==> config.mk <==
export PLATFORM = sky130hd
export DESIGN_NAME = av1_sequence_header_locator_top
export DESIGN_NICKNAME = d
export VERILOG_FILES = /design/src/rtl/core/avsh_pkg.sv /design/src/rtl/core/avsh_in_stage.sv /design/src/rtl/core/avsh_parser.sv /design/src/rtl/core/avsh_out_stage.sv /design/src/rtl/core/av1_sequence_header_locator_top.sv
export VERILOG_INCLUDE_DIRS = /design/src /design/src/rtl/core
export SDC_FILE = /design/constraint.sdc
export NUM_CORES = 1
export LEC_CHECK = 0
export BUFFER_PORTS_ARGS = -buffer_cell sky130_fd_sc_hd__buf_4
export CAP_MARGIN = 20
export CORE_UTILIZATION = 55
export DETAILED_ROUTE_END_ITERATION = 8
export PLACE_DENSITY = 0.75
export SETUP_SLACK_MARGIN = 0.02
export SYNTH_ARGS = -nofsm -noshare
export SYNTH_HDL_FRONTEND = slang
export SYNTH_SLANG_ARGS = --single-unit
==> constraint.sdc <==
create_clock -name clk -period 10.9 [get_ports clk]
set_input_delay 0.545 -clock clk [delete_from_list [all_inputs] [get_ports clk]]
set_output_delay 0.545 -clock clk [all_outputs]
set_load 0.02 [all_outputs]
==> src/rtl/core/av1_sequence_header_locator_top_assert.svh <==
// Assertion macros used by the sequence header locator parser.
`ifndef AV1_SEQUENCE_HEADER_LOCATOR_TOP_ASSERT_SVH
`define AV1_SEQUENCE_HEADER_LOCATOR_TOP_ASSERT_SVH

`ifndef ASSERT_OFF
// Checked outside reset only.
`define AVSH_ASSERT(lbl, clk, rst_n, prop) \
  lbl: assert property (@(posedge clk) disable iff (!rst_n) prop) \
    else $error("assertion failed");
// Checked at every edge, reset included.
`define AVSH_ASSERT_ALWAYS(lbl, clk, prop) \
  lbl: assert property (@(posedge clk) prop) else $error("assertion failed");
`else
`define AVSH_ASSERT(lbl, clk, rst_n, prop)
`define AVSH_ASSERT_ALWAYS(lbl, clk, prop)
`endif

`endif

==> src/rtl/core/avsh_pkg.sv <==
// Shared types and constants of the AV1 sequence header locator.
package avsh_pkg;

  localparam int POSITION_BITS_DEF = 24;
  localparam int HDR_OFFSET_W      = 24;
  localparam int HDR_LENGTH_W      = 25;
  localparam int OUT_TDATA_W       = 56;

  typedef enum logic [2:0] {
    ST_FOUND      = 3'd0,
    ST_NOT_FOUND  = 3'd1,
    ST_FORBIDDEN  = 3'd2,
    ST_TRUNCATED  = 3'd3,
    ST_LEB_LONG   = 3'd4,
    ST_SIZELESS   = 3'd5,
    ST_TOO_LONG   = 3'd6
  } status_t;

  typedef struct packed {
    logic       last_byte;
    logic [7:0] data_byte;
  } beat_t;

  // Packed so that status lands in the low bits of tdata.
  typedef struct packed {
    logic [HDR_LENGTH_W-1:0] header_length;
    logic [HDR_OFFSET_W-1:0] header_offset;
    status_t                 status;
  } result_t;

  typedef struct packed {
    logic    load;
    result_t res;
  } res_push_t;

endpackage

==> src/rtl/core/avsh_in_stage.sv <==
// Input register: holds one byte beat until the parser takes it.
module avsh_in_stage (
  input  logic           clk,
  input  logic           rst_n,
  input  logic           in_tvalid,
  output logic           in_tready,
  input  avsh_pkg::beat_t in_beat,
  input  logic           take,
  output logic           item_valid,
  output avsh_pkg::beat_t item
);

  logic            v_r;
  avsh_pkg::beat_t beat_r;

  assign in_tready  = !v_r || take;
  assign item_valid = v_r;
  assign item       = beat_r;

  always_ff @(posedge clk) begin
    if (!rst_n) begin
      v_r <= 1'b0;
    end else if (in_tvalid && in_tready) begin
      v_r <= 1'b1;
    end else if (take) begin
      v_r <= 1'b0;
    end
  end

  always_ff @(posedge clk) begin
    if (in_tvalid && in_tready) begin
      beat_r <= in_beat;
    end
  end

endmodule

==> src/rtl/core/avsh_parser.sv <==
// OBU walker: per-byte state update and result decision.
module avsh_parser #(
  parameter int POSITION_BITS = avsh_pkg::POSITION_BITS_DEF
) (
  input  logic                 clk,
  input  logic                 rst_n,
  input  logic                 go,
  input  avsh_pkg::beat_t      item,
  output avsh_pkg::res_push_t  push
);

  `include "av1_sequence_header_locator_top_assert.svh"

  localparam int PB = POSITION_BITS;
  localparam logic [PB+1:0] LIMIT = (PB+2)'(1) << PB;
  localparam logic [3:0] OBU_SEQ_HDR = 4'd1;

  typedef enum logic [2:0] {
    PH_HEADER,
    PH_EXT,
    PH_LEB,
    PH_PAYLOAD,
    PH_TAIL
  } phase_t;

  phase_t        phase_r, phase_nxt;
  logic [PB:0]   pos_r, pos_nxt;
  logic [PB-1:0] start_r, start_nxt;
  logic          is_seq_r, is_seq_nxt;
  logic          has_size_r, has_size_nxt;
  logic [PB:0]   acc_r, acc_nxt;
  logic          ovf_r, ovf_nxt;
  logic [3:0]    leb_cnt_r, leb_cnt_nxt;
  logic [PB:0]   left_r, left_nxt;
  logic          decided_r, decided_nxt;

  logic                  emit;
  avsh_pkg::status_t     st;
  logic [PB-1:0]         found_off;
  logic [PB:0]           found_len;
  logic [63:0]           off_w, len_w;

  // leb128 piece, shifted into place
  logic [5:0]  shamt;
  logic [62:0] part;
  logic        part_hi;
  logic [PB+1:0] acc_sum;
  logic [PB+1:0] end_sum;

  assign shamt   = 6'(leb_cnt_r[2:0]) * 6'd7;
  assign part    = 63'(item.data_byte[6:0]) << shamt;
  assign part_hi = |part[62:PB+1];
  assign acc_sum = {1'b0, acc_r} + {1'b0, part[PB:0]};

  always_comb begin
    logic          seq_v;
    logic          size_v;
    logic [PB-1:0] start_v;
    logic [PB:0]   left_v;
    logic          fin;
    logic          pre;
    phase_nxt    = phase_r;
    pos_nxt      = pos_r;
    start_nxt    = start_r;
    is_seq_nxt   = is_seq_r;
    has_size_nxt = has_size_r;
    acc_nxt      = acc_r;
    ovf_nxt      = ovf_r;
    leb_cnt_nxt  = leb_cnt_r;
    left_nxt     = left_r;
    decided_nxt  = decided_r;
    emit         = 1'b0;
    st           = avsh_pkg::ST_NOT_FOUND;
    seq_v        = is_seq_r;
    size_v       = has_size_r;
    start_v      = start_r;
    left_v       = left_r;
    fin          = 1'b0;
    pre          = 1'b0;
    end_sum      = '0;

    if (!decided_r) begin
      if (pos_r[PB]) begin
        emit = 1'b1;
        st   = avsh_pkg::ST_TOO_LONG;
      end else begin
        unique case (phase_r)
          PH_HEADER: begin
            start_v   = pos_r[PB-1:0];
            start_nxt = start_v;
            if (item.data_byte[7]) begin
              emit = 1'b1;
              st   = avsh_pkg::ST_FORBIDDEN;
            end else begin
              seq_v        = (item.data_byte[6:3] == OBU_SEQ_HDR);
              size_v       = item.data_byte[1];
              is_seq_nxt   = seq_v;
              has_size_nxt = size_v;
              if (item.data_byte[2]) begin
                if (item.last_byte) begin
                  emit = 1'b1;
                  st   = avsh_pkg::ST_TRUNCATED;
                end else begin
                  phase_nxt = PH_EXT;
                end
              end else begin
                pre = 1'b1;
              end
            end
          end
          PH_EXT: begin
            pre = 1'b1;
          end
          PH_LEB: begin
            if (!ovf_r) begin
              if (part_hi || acc_sum > LIMIT) begin
                ovf_nxt = 1'b1;
              end else begin
                acc_nxt = acc_sum[PB:0];
              end
            end
            leb_cnt_nxt = leb_cnt_r + 4'd1;
            end_sum = (PB+2)'(pos_r) + (PB+2)'(1) + (PB+2)'(acc_nxt);
            if (item.data_byte[7]) begin
              if (item.last_byte) begin
                emit = 1'b1;
                st   = avsh_pkg::ST_TRUNCATED;
              end else if (leb_cnt_nxt >= 4'd8) begin
                emit = 1'b1;
                st   = avsh_pkg::ST_LEB_LONG;
              end
            end else if (ovf_nxt || end_sum > LIMIT) begin
              emit = 1'b1;
              st   = avsh_pkg::ST_TRUNCATED;
            end else begin
              left_nxt = acc_nxt;
              if (acc_nxt == '0) begin
                fin = 1'b1;
              end else if (item.last_byte) begin
                emit = 1'b1;
                st   = avsh_pkg::ST_TRUNCATED;
              end else begin
                phase_nxt = PH_PAYLOAD;
              end
            end
          end
          PH_PAYLOAD: begin
            left_v   = left_r - (PB+1)'(left_r != '0);
            left_nxt = left_v;
            if (left_v == '0) begin
              fin = 1'b1;
            end else if (item.last_byte) begin
              emit = 1'b1;
              st   = avsh_pkg::ST_TRUNCATED;
            end
          end
          PH_TAIL: begin
            if (item.last_byte) begin
              emit = 1'b1;
              st   = avsh_pkg::ST_FOUND;
            end
          end
          default: begin
            phase_nxt = PH_HEADER;
          end
        endcase

        // header prefix complete
        if (pre) begin
          if (!size_v) begin
            if (!seq_v) begin
              emit = 1'b1;
              st   = avsh_pkg::ST_SIZELESS;
            end else if (item.last_byte) begin
              emit = 1'b1;
              st   = avsh_pkg::ST_FOUND;
            end else begin
              phase_nxt = PH_TAIL;
            end
          end else if (item.last_byte) begin
            emit = 1'b1;
            st   = avsh_pkg::ST_TRUNCATED;
          end else begin
            phase_nxt   = PH_LEB;
            acc_nxt     = '0;
            ovf_nxt     = 1'b0;
            leb_cnt_nxt = '0;
          end
        end

        // OBU complete
        if (fin) begin
          if (is_seq_r) begin
            emit = 1'b1;
            st   = avsh_pkg::ST_FOUND;
          end else if (item.last_byte) begin
            emit = 1'b1;
            st   = avsh_pkg::ST_NOT_FOUND;
          end else begin
            phase_nxt = PH_HEADER;
          end
        end
      end
    end

    if (emit) begin
      decided_nxt = 1'b1;
    end

    found_off = start_v;
    found_len = pos_r + (PB+1)'(1) - (PB+1)'(start_v);

    if (item.last_byte) begin
      phase_nxt    = PH_HEADER;
      pos_nxt      = '0;
      start_nxt    = '0;
      is_seq_nxt   = 1'b0;
      has_size_nxt = 1'b0;
      acc_nxt      = '0;
      ovf_nxt      = 1'b0;
      leb_cnt_nxt  = '0;
      left_nxt     = '0;
      decided_nxt  = 1'b0;
    end else if (!pos_r[PB]) begin
      pos_nxt = pos_r + (PB+1)'(1);
    end
  end

  assign off_w = (st == avsh_pkg::ST_FOUND) ? 64'(found_off) : 64'd0;
  assign len_w = (st == avsh_pkg::ST_FOUND) ? 64'(found_len) : 64'd0;

  assign push.load              = go && emit;
  assign push.res.status        = st;
  assign push.res.header_offset = off_w[avsh_pkg::HDR_OFFSET_W-1:0];
  assign push.res.header_length = len_w[avsh_pkg::HDR_LENGTH_W-1:0];

  always_ff @(posedge clk) begin
    if (!rst_n) begin
      phase_r    <= PH_HEADER;
      pos_r      <= '0;
      start_r    <= '0;
      is_seq_r   <= 1'b0;
      has_size_r <= 1'b0;
      acc_r      <= '0;
      ovf_r      <= 1'b0;
      leb_cnt_r  <= '0;
      left_r     <= '0;
      decided_r  <= 1'b0;
    end else if (go) begin
      phase_r    <= phase_nxt;
      pos_r      <= pos_nxt;
      start_r    <= start_nxt;
      is_seq_r   <= is_seq_nxt;
      has_size_r <= has_size_nxt;
      acc_r      <= acc_nxt;
      ovf_r      <= ovf_nxt;
      leb_cnt_r  <= leb_cnt_nxt;
      left_r     <= left_nxt;
      decided_r  <= decided_nxt;
    end
  end

  `AVSH_ASSERT_ALWAYS(a_reset_clears, clk, !rst_n |=> (pos_r == '0 && !decided_r && phase_r == PH_HEADER))
  `AVSH_ASSERT(a_one_result, clk, rst_n, push.load |-> !decided_r)
  `AVSH_ASSERT(a_found_len, clk, rst_n, (push.load && st == avsh_pkg::ST_FOUND) |-> found_len != '0)
  `AVSH_ASSERT(a_last_rearms, clk, rst_n, (go && item.last_byte) |=> (pos_r == '0 && !decided_r))

endmodule

==> src/rtl/core/avsh_out_stage.sv <==
// Result register: holds one result beat until the receiver takes it.
module avsh_out_stage (
  input  logic                             clk,
  input  logic                             rst_n,
  input  avsh_pkg::res_push_t              push,
  output logic                             space,
  output logic                             out_tvalid,
  input  logic                             out_tready,
  output logic [avsh_pkg::OUT_TDATA_W-1:0] out_tdata
);

  localparam int RES_W = $bits(avsh_pkg::result_t);

  logic              v_r;
  avsh_pkg::result_t res_r;

  assign space      = !v_r || out_tready;
  assign out_tvalid = v_r;
  assign out_tdata  = {{(avsh_pkg::OUT_TDATA_W-RES_W){1'b0}}, res_r};

  always_ff @(posedge clk) begin
    if (!rst_n) begin
      v_r <= 1'b0;
    end else if (push.load) begin
      v_r <= 1'b1;
    end else if (out_tready) begin
      v_r <= 1'b0;
    end
  end

  always_ff @(posedge clk) begin
    if (push.load) begin
      res_r <= push.res;
    end
  end

endmodule

==> src/rtl/core/av1_sequence_header_locator_top.sv <==
// Top level of the AV1 sequence header locator.
//
// Input stream: one packet byte per beat, in_tdata[7:0], in_tlast marks the
// last byte of the packet. The block walks the OBU headers and finds the
// first sequence header OBU. Exactly one result beat leaves per packet.
// Output stream: out_tdata carries status, header offset and header length.
// Throughput: one byte per cycle, sustained, while out_tready allows it.
// A byte accepted into the input register is parsed once the result register
// can take a beat; a result it causes is loaded there and shown on out_tvalid.
// The per-byte parser is a single registered state update; its leb128 size
// add and end-of-payload compare set the clock path.
// Reset (rst_n low, synchronous) empties both registers and rearms the
// parser for the start of a packet.
// Receiver stall: the result register holds its beat; the input register
// keeps one byte and in_tready drops once both are full. Nothing is lost.
// Packets larger than 2^POSITION_BITS bytes report status too long, unless decided earlier.
module av1_sequence_header_locator_top #(
  parameter int POSITION_BITS = avsh_pkg::POSITION_BITS_DEF
) (
  input  logic                             clk,
  input  logic                             rst_n,
  // slave side: tdata[7:0] data_byte; tlast = last_byte
  input  logic                             in_tvalid,
  output logic                             in_tready,
  input  logic [7:0]                       in_tdata,
  input  logic                             in_tlast,
  // master side: tdata[2:0] status, [26:3] header_offset,
  // [51:27] header_length, [55:52] zero
  output logic                             out_tvalid,
  input  logic                             out_tready,
  output logic [avsh_pkg::OUT_TDATA_W-1:0] out_tdata
);

  avsh_pkg::beat_t     in_beat;
  avsh_pkg::beat_t     item;
  avsh_pkg::res_push_t push;
  logic                item_valid;
  logic                space;
  logic                go;

  assign in_beat.data_byte = in_tdata;
  assign in_beat.last_byte = in_tlast;

  // parse a held byte whenever the result register can take its beat
  assign go = item_valid && space;

  avsh_in_stage u_in (
    .clk        (clk),
    .rst_n      (rst_n),
    .in_tvalid  (in_tvalid),
    .in_tready  (in_tready),
    .in_beat    (in_beat),
    .take       (go),
    .item_valid (item_valid),
    .item       (item)
  );

  avsh_parser #(
    .POSITION_BITS (POSITION_BITS)
  ) u_parser (
    .clk   (clk),
    .rst_n (rst_n),
    .go    (go),
    .item  (item),
    .push  (push)
  );

  avsh_out_stage u_out (
    .clk        (clk),
    .rst_n      (rst_n),
    .push       (push),
    .space      (space),
    .out_tvalid (out_tvalid),
    .out_tready (out_tready),
    .out_tdata  (out_tdata)
  );

endmodule

==> run_results.csv, run 1 <==
group,metric,value,unit
status,outcome,"finished, final reports clean",
detailed_routing,wirelength,37100,um
cts,clkTransAtPathRegs,0.07,ns
layout,n_antenna_cell,0,
layout,nets,1753,
cts,cts_tree,"yes",
synth,syn_inst,1636,
detailed_routing,drc,0,
detailed_routing,wl_met3,2750,um
detailed_routing,drt_pass1_iterations,5,
detailed_routing,drt_iter0_drc,1271,
cts,ctsHoldBuffers,0,
floorplanning,core,22900,um2
sta,fin_crit,9.93,ns
cts,cts_buffers,17,
cts,clockBufferDepth,2,
detailed_routing,top_layer_used,"met4",
setup_path,cp_max_fo,49,
layout,final_layout_size_suffix_gt1_frac,0.0874,
floorplanning,die_h,156,um
setup_path,cp_slowest_stage_delay,0.78,ns
grt,antenna_found_initial,0,
sta,finalSetupViolations,0,
synth,synth.top_cells.by_area,"dfxtp_1 17%, edfxtp_1 14%, ha_1 7.7%",
detailed_routing,wl_met2,16300,um
setup_path,cp_num_buf_inv,1,
setup_path,r2r_start,"u_parser.leb_cnt_r[1]",
grt,grt_pass1_wl,59100,um
synth,post_synth.cell_area_avg,7.93,um2
floorplanning,initial_utilization,0.566,
sta,drv_slew,0,
min_path,hold_class,"primary input to flop",
min_path,hold_depth,1,
setup_path,path_common_cell,"a211oi_1",
sta,skew,0.0132,ns
placed_design,dp_hpwl,27500,um
layout,fin_util,0.622,
detailed_routing,drtAntennaViolNets,0,
setup_path,cp.required,11.16,ns
grt,grt_use_total,0.308,
placed_design,placed_cells,1949,
sta,min_period_over_period,0.911,
power_and_ir_drop,ir_drop,0.0985,mV
layout,fin_cells,1983,
synth,netlist_area,13000,um2
cts,cts_resized,0,
min_path,min_from,"in_tdata[5]",
setup_path,worst-setup-path-type,"flop to flop",
flow_run,maxCapViolations,0,
sta,tns,0,ns
power_and_ir_drop,power.leakage,0.00574,uW
synth,synth-edff-count,61,
cts,post-cts-setup-buffers,0,
sta,finalHoldViolCount,0,
setup_path,r2r-end,"u_out.out_tdata[51]",
setup_path,r2r_slack,0.97,ns
setup_path,ff2ff_path_depth,29,
placed_design,io_buffers,66,
detailed_routing,dr_total_vias,12500,
cts,clock_latency,0.45,ns
synth,synthArstFlopShare,0,
setup_path,arrival,10.19,ns
synth,ys_ff_latch,173,
floorplanning,die_w,156,um
setup_path,cp_top_family,"compound AO/OA/AOI/OAI gates",
power_and_ir_drop,power.density,102,nW/um2
cts,cts_root_buf,"clkbuf_16",
placed_design,place_area,13600,um2
detailed_routing,wl_met1,17000,um
cts,cts_max_level,4,
layout,layout_common_cells,"249 x nor2_1, 147 x a21oi_1, 135 x nand2_1, 112 x dfxtp_1, 82 x o21ai_0",
floorplanning,dieArea,24200,um2
sta,rsz0062_at_grt,"false",
sta,slew_headroom,0.296,
cts,cts_sinks,173,
synth,yosys.area.top_type_share,0.173,
layout,fillCellCount,2057,
synth,yosysTopAreaCell,"dfxtp_1",
synth,yosysSeqAreaShare,0.314,
placed_design,gp_congestion,0.993,
detailed_routing,wire_per_inst,18.7,um
setup_path,cp-start-kind,"flop",
detailed_routing,via_per_inst,6.32,
sta,worst_hold_slack,0.280,ns
floorplanning,io-pin-count,71,
layout,design_area,14200,um2
grt,first_global_vias,11300,
setup_path,crit_slowest_cell,"a21oi_4",
grt,grt_max_degree,90,
synth,synth_ff_type,"dfxtp_1",
min_path,hold_end,"u_in.item[5]",
grt,overflow,0,
layout,area_delta_synth_final,9.80,%
floorplanning,fp-row-count,55,
synth,yosysUniqueCellTypes,79,
setup_path,endpoint_kind,"flop",
synth,yosysWarnings,0,
sta,worst_pin_slew,1.06,ns
layout,final_common_cell,"nor2_1",
sta,clock.fmax,0.101,GHz
setup_path,startpoint,"u_parser.leb_cnt_r[1]",
[how the worst max path moves through the flow]
stage               cells after the start                   to
floorplan                              31   u_out.out_tdata[0]
global placement                       29  u_out.out_tdata[51]
detailed placement                     29  u_out.out_tdata[51]
CTS                                    29  u_out.out_tdata[51]
global route                           29  u_out.out_tdata[51]
finish                                 29  u_out.out_tdata[51]
[final cells by class]
cell class                      count  area [um2]  share of cell area
Clock inverter                     14         153              0.0107
Inverter                           45         169              0.0119
Multi-Input combinational cell   1340        8420               0.591
Timing Repair Buffer               80         608              0.0427
Sequential cell                   173        4070               0.286
Tap cell                          313         392              0.0275
Clock buffer                       18         429              0.0301
[layer usage]
layer	vias up	global-route usage
met5	-	0
met1	5871	0.431
li1	6012	-
met3	75	0.0547
met2	565	0.474
met4	0	0.110
[logic make-up after synthesis]
family	after synthesis	synth area share
AND/OR/NAND/NOR	687	0.257
AO/OA/AOI/OAI	434	0.212
flip-flops	173	0.314
buffers and inverters	126	0.0392
adder cells (fa/ha/maj)	83	0.0818
XOR/XNOR	75	0.0506
multiplexers	57	0.0446
other	1	0.000289
[power by group]
part	leakage (uW)	internal, uW	switching [uW]
combinational	0.00395	53.2	99.8
clock	0.000277	325	293
sequential	0.00151	677	9.35
[worst register-to-register path, delay by kind of cell (launching register included)]
kind | cells | cell delay, ns
adder cells (fa/ha/maj) | 4 | 1.39
AND/OR/NAND/NOR | 9 | 2.39
multiplexers | 2 | 0.67
buffers and inverters | 1 | 0.06
AO/OA/AOI/OAI | 13 | 4.69
flip-flops | 1 | 0.53
[synthesized netlist by cell type (all sizes together), types with 10 or more instances]
master    n
clkbuf   63
buf      18
or2      10
nand4    28
xor2     40
o211ai   15
dfxtp   112
o21ai    88
nor2    250
mux2i    51
and3     29
ha       80
o21a     16
nor3     63
edfxtp   61
inv      44
a22oi    38
nand3    32
nor2b    15
nor4     27
nand2b   17
a21o     31
a31oi    12
or3      13
and2     26
xnor2    35
a211oi   15
nand2   135
a21oi   148
[sequential cells by signal, summed over array words and instances, names as in the netlist, 3 cells and up]
name,cells
u_parser.left_r,25
u_parser.phase_r,3
u_parser.leb_cnt_r,4
u_out.out_tdata,52
u_parser.acc_r,25
u_parser.start_r,24
u_parser.pos_r,25
u_in.item,9
[stage by stage]
step,worst slack (ns),total power [uW]
after detailed placement,1.18,850
after floorplan,1.18,807
after CTS,1.13,1460
after global placement,1.44,848
after global routing,0.0537,1500
final,0.973,1460
No activity file was read; power rests on OpenSTA's default activity.
==> run 2: changes to the inputs <==
--- a/config.mk
+++ b/config.mk
@@ -10,6 +10,7 @@
 export CAP_MARGIN = 20
 export CORE_UTILIZATION = 55
 export DETAILED_ROUTE_END_ITERATION = 8
+export MAX_ROUTING_LAYER = met4
 export PLACE_DENSITY = 0.75
 export SETUP_SLACK_MARGIN = 0.02
 export SYNTH_ARGS = -nofsm -noshare
==> run 2 against run 1 <==
Compared with the run above:
- critical path type unchanged
- flip-flop and latch count is the same
- critical path depth did not move
- via count fell by 0.15%
- non-clock buffer count did not move
- clock skew is 0.0021 ns higher
- routed wire length up 0.81%
- highest routed layer unchanged
- worst setup slack got worse by 0.11 ns
- worst hold slack better by 0.0058 ns
- cell area barely moved
==> run_results.csv, run 2 (same netlist as run 1, synthesis figures left out) <==
group,metric,value,unit
setup_path,cp.required,11.14,ns
cts,clkTransAtPathRegs,0.08,ns
grt,grt_max_degree,90,
setup_path,path_common_cell,"a211oi_1",
setup_path,cp_slowest_stage_delay,0.81,ns
layout,final_layout_size_suffix_gt1_frac,0.0880,
sta,worst_pin_slew,1.04,ns
layout,fin_cells,1984,
detailed_routing,wl_met1,17000,um
floorplanning,fp-row-count,55,
detailed_routing,drc,0,
power_and_ir_drop,power.leakage,0.00575,uW
layout,layout_common_cells,"249 x nor2_1, 147 x a21oi_1, 135 x nand2_1, 112 x dfxtp_1, 82 x o21ai_0",
status,outcome,"finished, final reports clean",
floorplanning,initial_utilization,0.566,
sta,finalSetupViolations,0,
grt,overflow,0,
grt,grt_pass1_wl,59400,um
layout,area_delta_synth_final,9.87,%
cts,post-cts-setup-buffers,0,
sta,min_period_over_period,0.921,
layout,largest_reg_flops,52,
flow_run,maxCapViolations,0,
floorplanning,die_h,156,um
cts,clockBufferDepth,2,
cts,cts_sinks,173,
floorplanning,dieArea,24200,um2
detailed_routing,wire_per_inst,18.8,um
floorplanning,core,22900,um2
sta,rsz0062_at_grt,"false",
detailed_routing,drtAntennaViolNets,0,
detailed_routing,wl_met2,16600,um
setup_path,worst-setup-path-type,"flop to flop",
sta,drv_slew,0,
cts,cts_resized,0,
sta,slew_headroom,0.302,
sta,tns,0,ns
detailed_routing,dr_total_vias,12500,
cts,cts_tree,"yes",
cts,clock_latency,0.44,ns
setup_path,cp_max_fo,49,
power_and_ir_drop,power.density,103,nW/um2
setup_path,crit_slowest_cell,"o41ai_1",
sta,skew,0.0153,ns
placed_design,dp_hpwl,27500,um
layout,nets,1753,
setup_path,cp_top_family,"compound AO/OA/AOI/OAI gates",
detailed_routing,drt_pass1_iterations,6,
placed_design,io_buffers,66,
floorplanning,die_w,156,um
setup_path,endpoint_kind,"flop",
detailed_routing,drt_iter0_drc,1548,
detailed_routing,wl_met3,2920,um
grt,first_global_vias,11200,
sta,fin_crit,10.03,ns
placed_design,gp_congestion,1.02,
cts,cts_buffers,17,
grt,antenna_found_initial,1,
detailed_routing,top_layer_used,"met4",
setup_path,cp_num_buf_inv,1,
sta,clock.fmax,0.0997,GHz
detailed_routing,wirelength,37400,um
layout,fillCellCount,2044,
placed_design,placed_cells,1950,
layout,final_common_cell,"nor2_1",
sta,finalHoldViolCount,0,
cts,cts_root_buf,"clkbuf_16",
detailed_routing,via_per_inst,6.30,
setup_path,cp-start-kind,"flop",
power_and_ir_drop,ir_drop,0.0912,mV
floorplanning,io-pin-count,71,
cts,ctsHoldBuffers,0,
grt,grt_use_total,0.318,
cts,cts_max_level,4,
setup_path,arrival,10.27,ns
min_path,hold_class,"primary input to flop",
==> run 2: cell types whose count changed in the layout (fill, tap and decap cells not counted), moves of 2 or more <==
| cell | change |
|---|---|
| clkinv_8 | +4 |
| inv_6 | +2 |
| clkinvlp_4 | -3 |
| clkinv_4 | -2 |
==> run 2: per-layer routing <==
layer / global-route usage / vias to the layer above
met2: 0.482 / 570
li1: - / 6021
met4: 0.0845 / 0
met1: 0.440 / 5842
met5: - / -
met3: 0.0519 / 71
==> run 2: where the power goes <==
part	total (uW)	internal (uW)	leakage [uW]	switching (uW)
logic	153	53.1	0.00395	100
registers	686	676	0.00151	9.57
clock network	622	311	0.000293	311
total	1460	1040	0.00575	421
==> run 2: final timing paths <==
kind | startpoint | end | slack, ns | cells past startpoint
setup / recovery | u_parser.leb_cnt_r[1] | u_out.out_tdata[41] | 0.87 | 29
hold / removal | in_tdata[4] | u_in.item[4] | 0.29 | 1
setup reg to reg | u_parser.leb_cnt_r[1] | u_out.out_tdata[41] | 0.87 | 29
hold reg to reg | u_parser.left_r[11] | u_parser.left_r[11] | 0.49 | 2
==> run 2: stage by stage <==
step	instance area [um2]	hold WS, ns	util	setup WS [ns]	total power [uW]
floorplan	13000	0.454	-	1.18	807
global placement	13600	0.463	0.595	1.43	848
detailed placement	13600	0.474	0.596	1.15	850
CTS	14200	0.274	0.622	1.08	1460
global route	14300	0.269	0.622	0.0816	1510
finish	14300	0.286	0.622	0.865	1460
==> run 2: area by class of cell <==
type                    instances  area, um2  share of cell area
diodes                          1       2.50            0.000176
clock buffers                  17        425              0.0298
multi-input cells            1340       8420               0.591
flip-flops and latches        173       4070               0.286
repair buffers                 80        601              0.0421
clock inverters                15        170              0.0119
inverters                      45        169              0.0119
well taps                     313        392              0.0275
==> run 3: changes to the inputs <==
--- a/config.mk
+++ b/config.mk
@@ -15,4 +15,5 @@
 export SETUP_SLACK_MARGIN = 0.02
 export SYNTH_ARGS = -nofsm -noshare
 export SYNTH_HDL_FRONTEND = slang
+export SYNTH_HIERARCHICAL = 1
 export SYNTH_SLANG_ARGS = --single-unit
==> constraint.sdc (replaced) <==
create_clock -name clk -period 10.9 [get_ports clk]
set_input_delay 0.545 -clock clk [delete_from_list [all_inputs] [get_ports clk]]
set_output_delay 0.545 -clock clk [all_outputs]
set_load 0.01 [all_outputs]
==> run 3 against run 2 <==
Compared with the run above:
- sequential power increased by 1%
- via count increased by 0.11%
- routed wire length increased by 2.9%
- worst hold slack got worse by 0.014 ns
- clock power decreased by 2%
- area after synthesis increased by 4.2%
- first-iteration DRC count decreased by 36%
- critical path depth increased by 1
- global-route usage decreased by 0.76 points
- die area increased by 4.2%
- worst setup slack improved by 0.50 ns
- critical path type unchanged
==> run_results.csv, run 3 <==
group,metric,value,unit
layout,final_layout_size_suffix_gt1_frac,0.0984,
synth,netlist_area,13500,um2
grt,grt_max_degree,91,
sta,skew,0.0119,ns
cts,cts_buffers,17,
grt,first_global_vias,11500,
setup_path,endpoint_kind,"flop",
synth,post_synth.cell_area_avg,8.13,um2
detailed_routing,drc,0,
setup_path,cp.required,10.98,ns
grt,overflow,0,
synth,synth_ff_type,"dfxtp_1",
power_and_ir_drop,power.leakage,0.00576,uW
grt,grt_use_total,0.311,
synth,syn_inst,1664,
power_and_ir_drop,seqPwrFrac,0.465,
cts,post-cts-setup-buffers,0,
setup_path,worst-setup-path-type,"flop to flop",
synth,yosys.area.top_type_share,0.166,
setup_path,r2r_start,"u_parser/leb_cnt_r[0]",
synth,synth_common_cells,"168 x nor2_1, 131 x nand2_1, 112 x dfxtp_1, 105 x a21oi_1, 91 x o21ai_0",
status,outcome,"finished, final reports clean",
setup_path,arrival,9.61,ns
floorplanning,core,24200,um2
floorplanning,die_w,159,um
sta,worst_pin_slew,1.07,ns
layout,layout_common_cells,"168 x nor2_1, 131 x nand2_1, 112 x dfxtp_1, 104 x a21oi_1, 91 x o21ai_0",
grt,antenna_found_initial,0,
cts,cts_tree,"yes",
setup_path,path_common_cell,"o21ai_1",
power_and_ir_drop,power.density,101,nW/um2
placed_design,dp_hpwl,29100,um
power_and_ir_drop,switching_share,0.289,
min_path,min_from,"in_tdata[7]",
placed_design,placed_cells,1978,
setup_path,cp_top_family,"compound AO/OA/AOI/OAI gates",
power_and_ir_drop,p_int,1060,uW
setup_path,cp_num_buf_inv,3,
layout,fin_cells,2011,
cts,ctsHoldBuffers,0,
layout,n_antenna_cell,0,
synth,yosysTopAreaCell,"dfxtp_1",
synth,yosysUniqueCellTypes,99,
layout,seq_area,4070,um2
cts,cts_sinks,173,
power_and_ir_drop,switching_power,433,uW
power_and_ir_drop,combPwrFrac,0.129,
sta,fin_crit,9.53,ns
sta,drv_slew,0,
min_path,hold_class,"primary input to flop",
placed_design,place_area,14200,um2
setup_path,ff2ff_path_depth,30,
cts,clkTransAtPathRegs,0.07,ns
layout,final_common_cell,"nor2_1",
sta,finalHoldViolCount,0,
sta,layout_setup_ws,1.37,ns
layout,multi_input_area,8900,um2
detailed_routing,drt_iter0_drc,987,
min_path,hold_end,"u_in/item[7]",
setup_path,crit_slowest_cell,"nor3_1",
cts,cts_resized,0,
cts,cts_root_buf,"clkbuf_16",
synth,yosysSeqAreaShare,0.301,
synth,synth-edff-count,61,
setup_path,cp_slowest_stage_delay,0.74,ns
sta,tns,0,ns
setup_path,r2r_slack,1.37,ns
detailed_routing,dr_total_vias,12500,
placed_design,io_buffers,66,
sta,rsz0062_at_grt,"false",
setup_path,r2r-end,"u_out/out_tdata[39]",
placed_design,place_ws,1.55,ns
floorplanning,die_h,159,um
synth,ys_ff_latch,173,
sta,finalSetupViolations,0,
min_path,hold_depth,1,
floorplanning,dieArea,25200,um2
sta,clock.fmax,0.105,GHz
cts,cts_max_level,4,
grt,grt_pass1_wl,61000,um
detailed_routing,wire_per_inst,19.1,um
sta,slew_headroom,0.288,
layout,nets,1770,
detailed_routing,drtAntennaViolNets,0,
synth,synthArstFlopShare,0,
floorplanning,fp-row-count,57,
cts,clock_latency,0.45,ns
floorplanning,io-pin-count,71,
synth,synth.top_cells.by_area,"dfxtp_1 17%, edfxtp_1 14%, ha_1 7.4%",
sta,min_period_over_period,0.875,
power_and_ir_drop,ir_drop,0.0836,mV
layout,fillCellCount,2169,
setup_path,cp-start-kind,"flop",
cts,clockBufferDepth,2,
synth,yosysWarnings,6,
sta,worst_hold_slack,0.272,ns
detailed_routing,drt_pass1_iterations,5,
synth,synth.most_common_cell,"nor2_1",
flow_run,maxCapViolations,0,
power_and_ir_drop,pwr-share-clk,0.406,
detailed_routing,via_per_inst,6.22,
layout,largest_reg_flops,52,
placed_design,gp_congestion,0.952,
detailed_routing,wirelength,38400,um
floorplanning,initial_utilization,0.558,
layout,design_area,14800,um2
setup_path,cp_max_fo,53,
layout,area_delta_synth_final,9.22,%
run 3: power groups by stage:
| stage | Sequential (uW) | Combinational (uW) | Clock (uW) |
|---|---|---|---|
| floorplan | 712 | 129 | 0 |
| global placement | 710 | 187 | 0 |
| detailed placement | 710 | 189 | 0 |
| CTS | 695 | 190 | 614 |
| global route | 697 | 207 | 637 |
| finish | 695 | 192 | 607 |
run 3: final cells by class:
class                      instances  share of cell area
multi-input combinational       1349               0.603
sequential                       173               0.276
timing repair buffer              83              0.0420
clock buffer                      18              0.0291
tap                              324              0.0274
inverter                          50              0.0127
clock inverter                    14              0.0101
run 3: layer usage:
layer,share of wire,vias to the layer above,global-route usage
met5,0,-,-
met1,0.45,5907,0.404
met2,0.47,470,0.498
li1,-,6059,-
met3,0.059,82,0.0342
met4,0.028,0,0.117
run 3: how the worst max path moves through the flow:
stage,start,to,cells past startpoint
final,u_parser/leb_cnt_r[0],u_out/out_tdata[39],30
after global routing,u_parser/leb_cnt_r[0],u_out/out_tvalid,31
after CTS,u_parser/leb_cnt_r[0],u_out/out_tdata[39],30
after detailed placement,u_parser/leb_cnt_r[0],u_out/out_tdata[10],30
after global placement,u_parser/leb_cnt_r[0],u_out/out_tdata[14],30
after floorplan,u_parser/leb_cnt_r[0],u_out/out_tdata[0],32
run 3: metrics by stage:
| stage | power, uW | utilization |
|---|---|---|
| 4_1_cts | 1500 | 0.609 |
| 5_1_grt | 1540 | 0.609 |
| 6_report | 1490 | 0.609 |
| 2_1_floorplan | 840 | - |
| 3_3_place_gp | 897 | 0.585 |
| 3_5_place_dp | 899 | 0.585 |
run 3: logic make-up after synthesis:
group | after synthesis | synth area share
mux | 42 | 0.0315
compound gates | 449 | 0.226
xor+xnor | 85 | 0.0551
buf+inv | 145 | 0.0439
fa+ha+maj | 83 | 0.0785
other cells | 1 | 0.000277
flops | 173 | 0.301
simple gates | 686 | 0.264
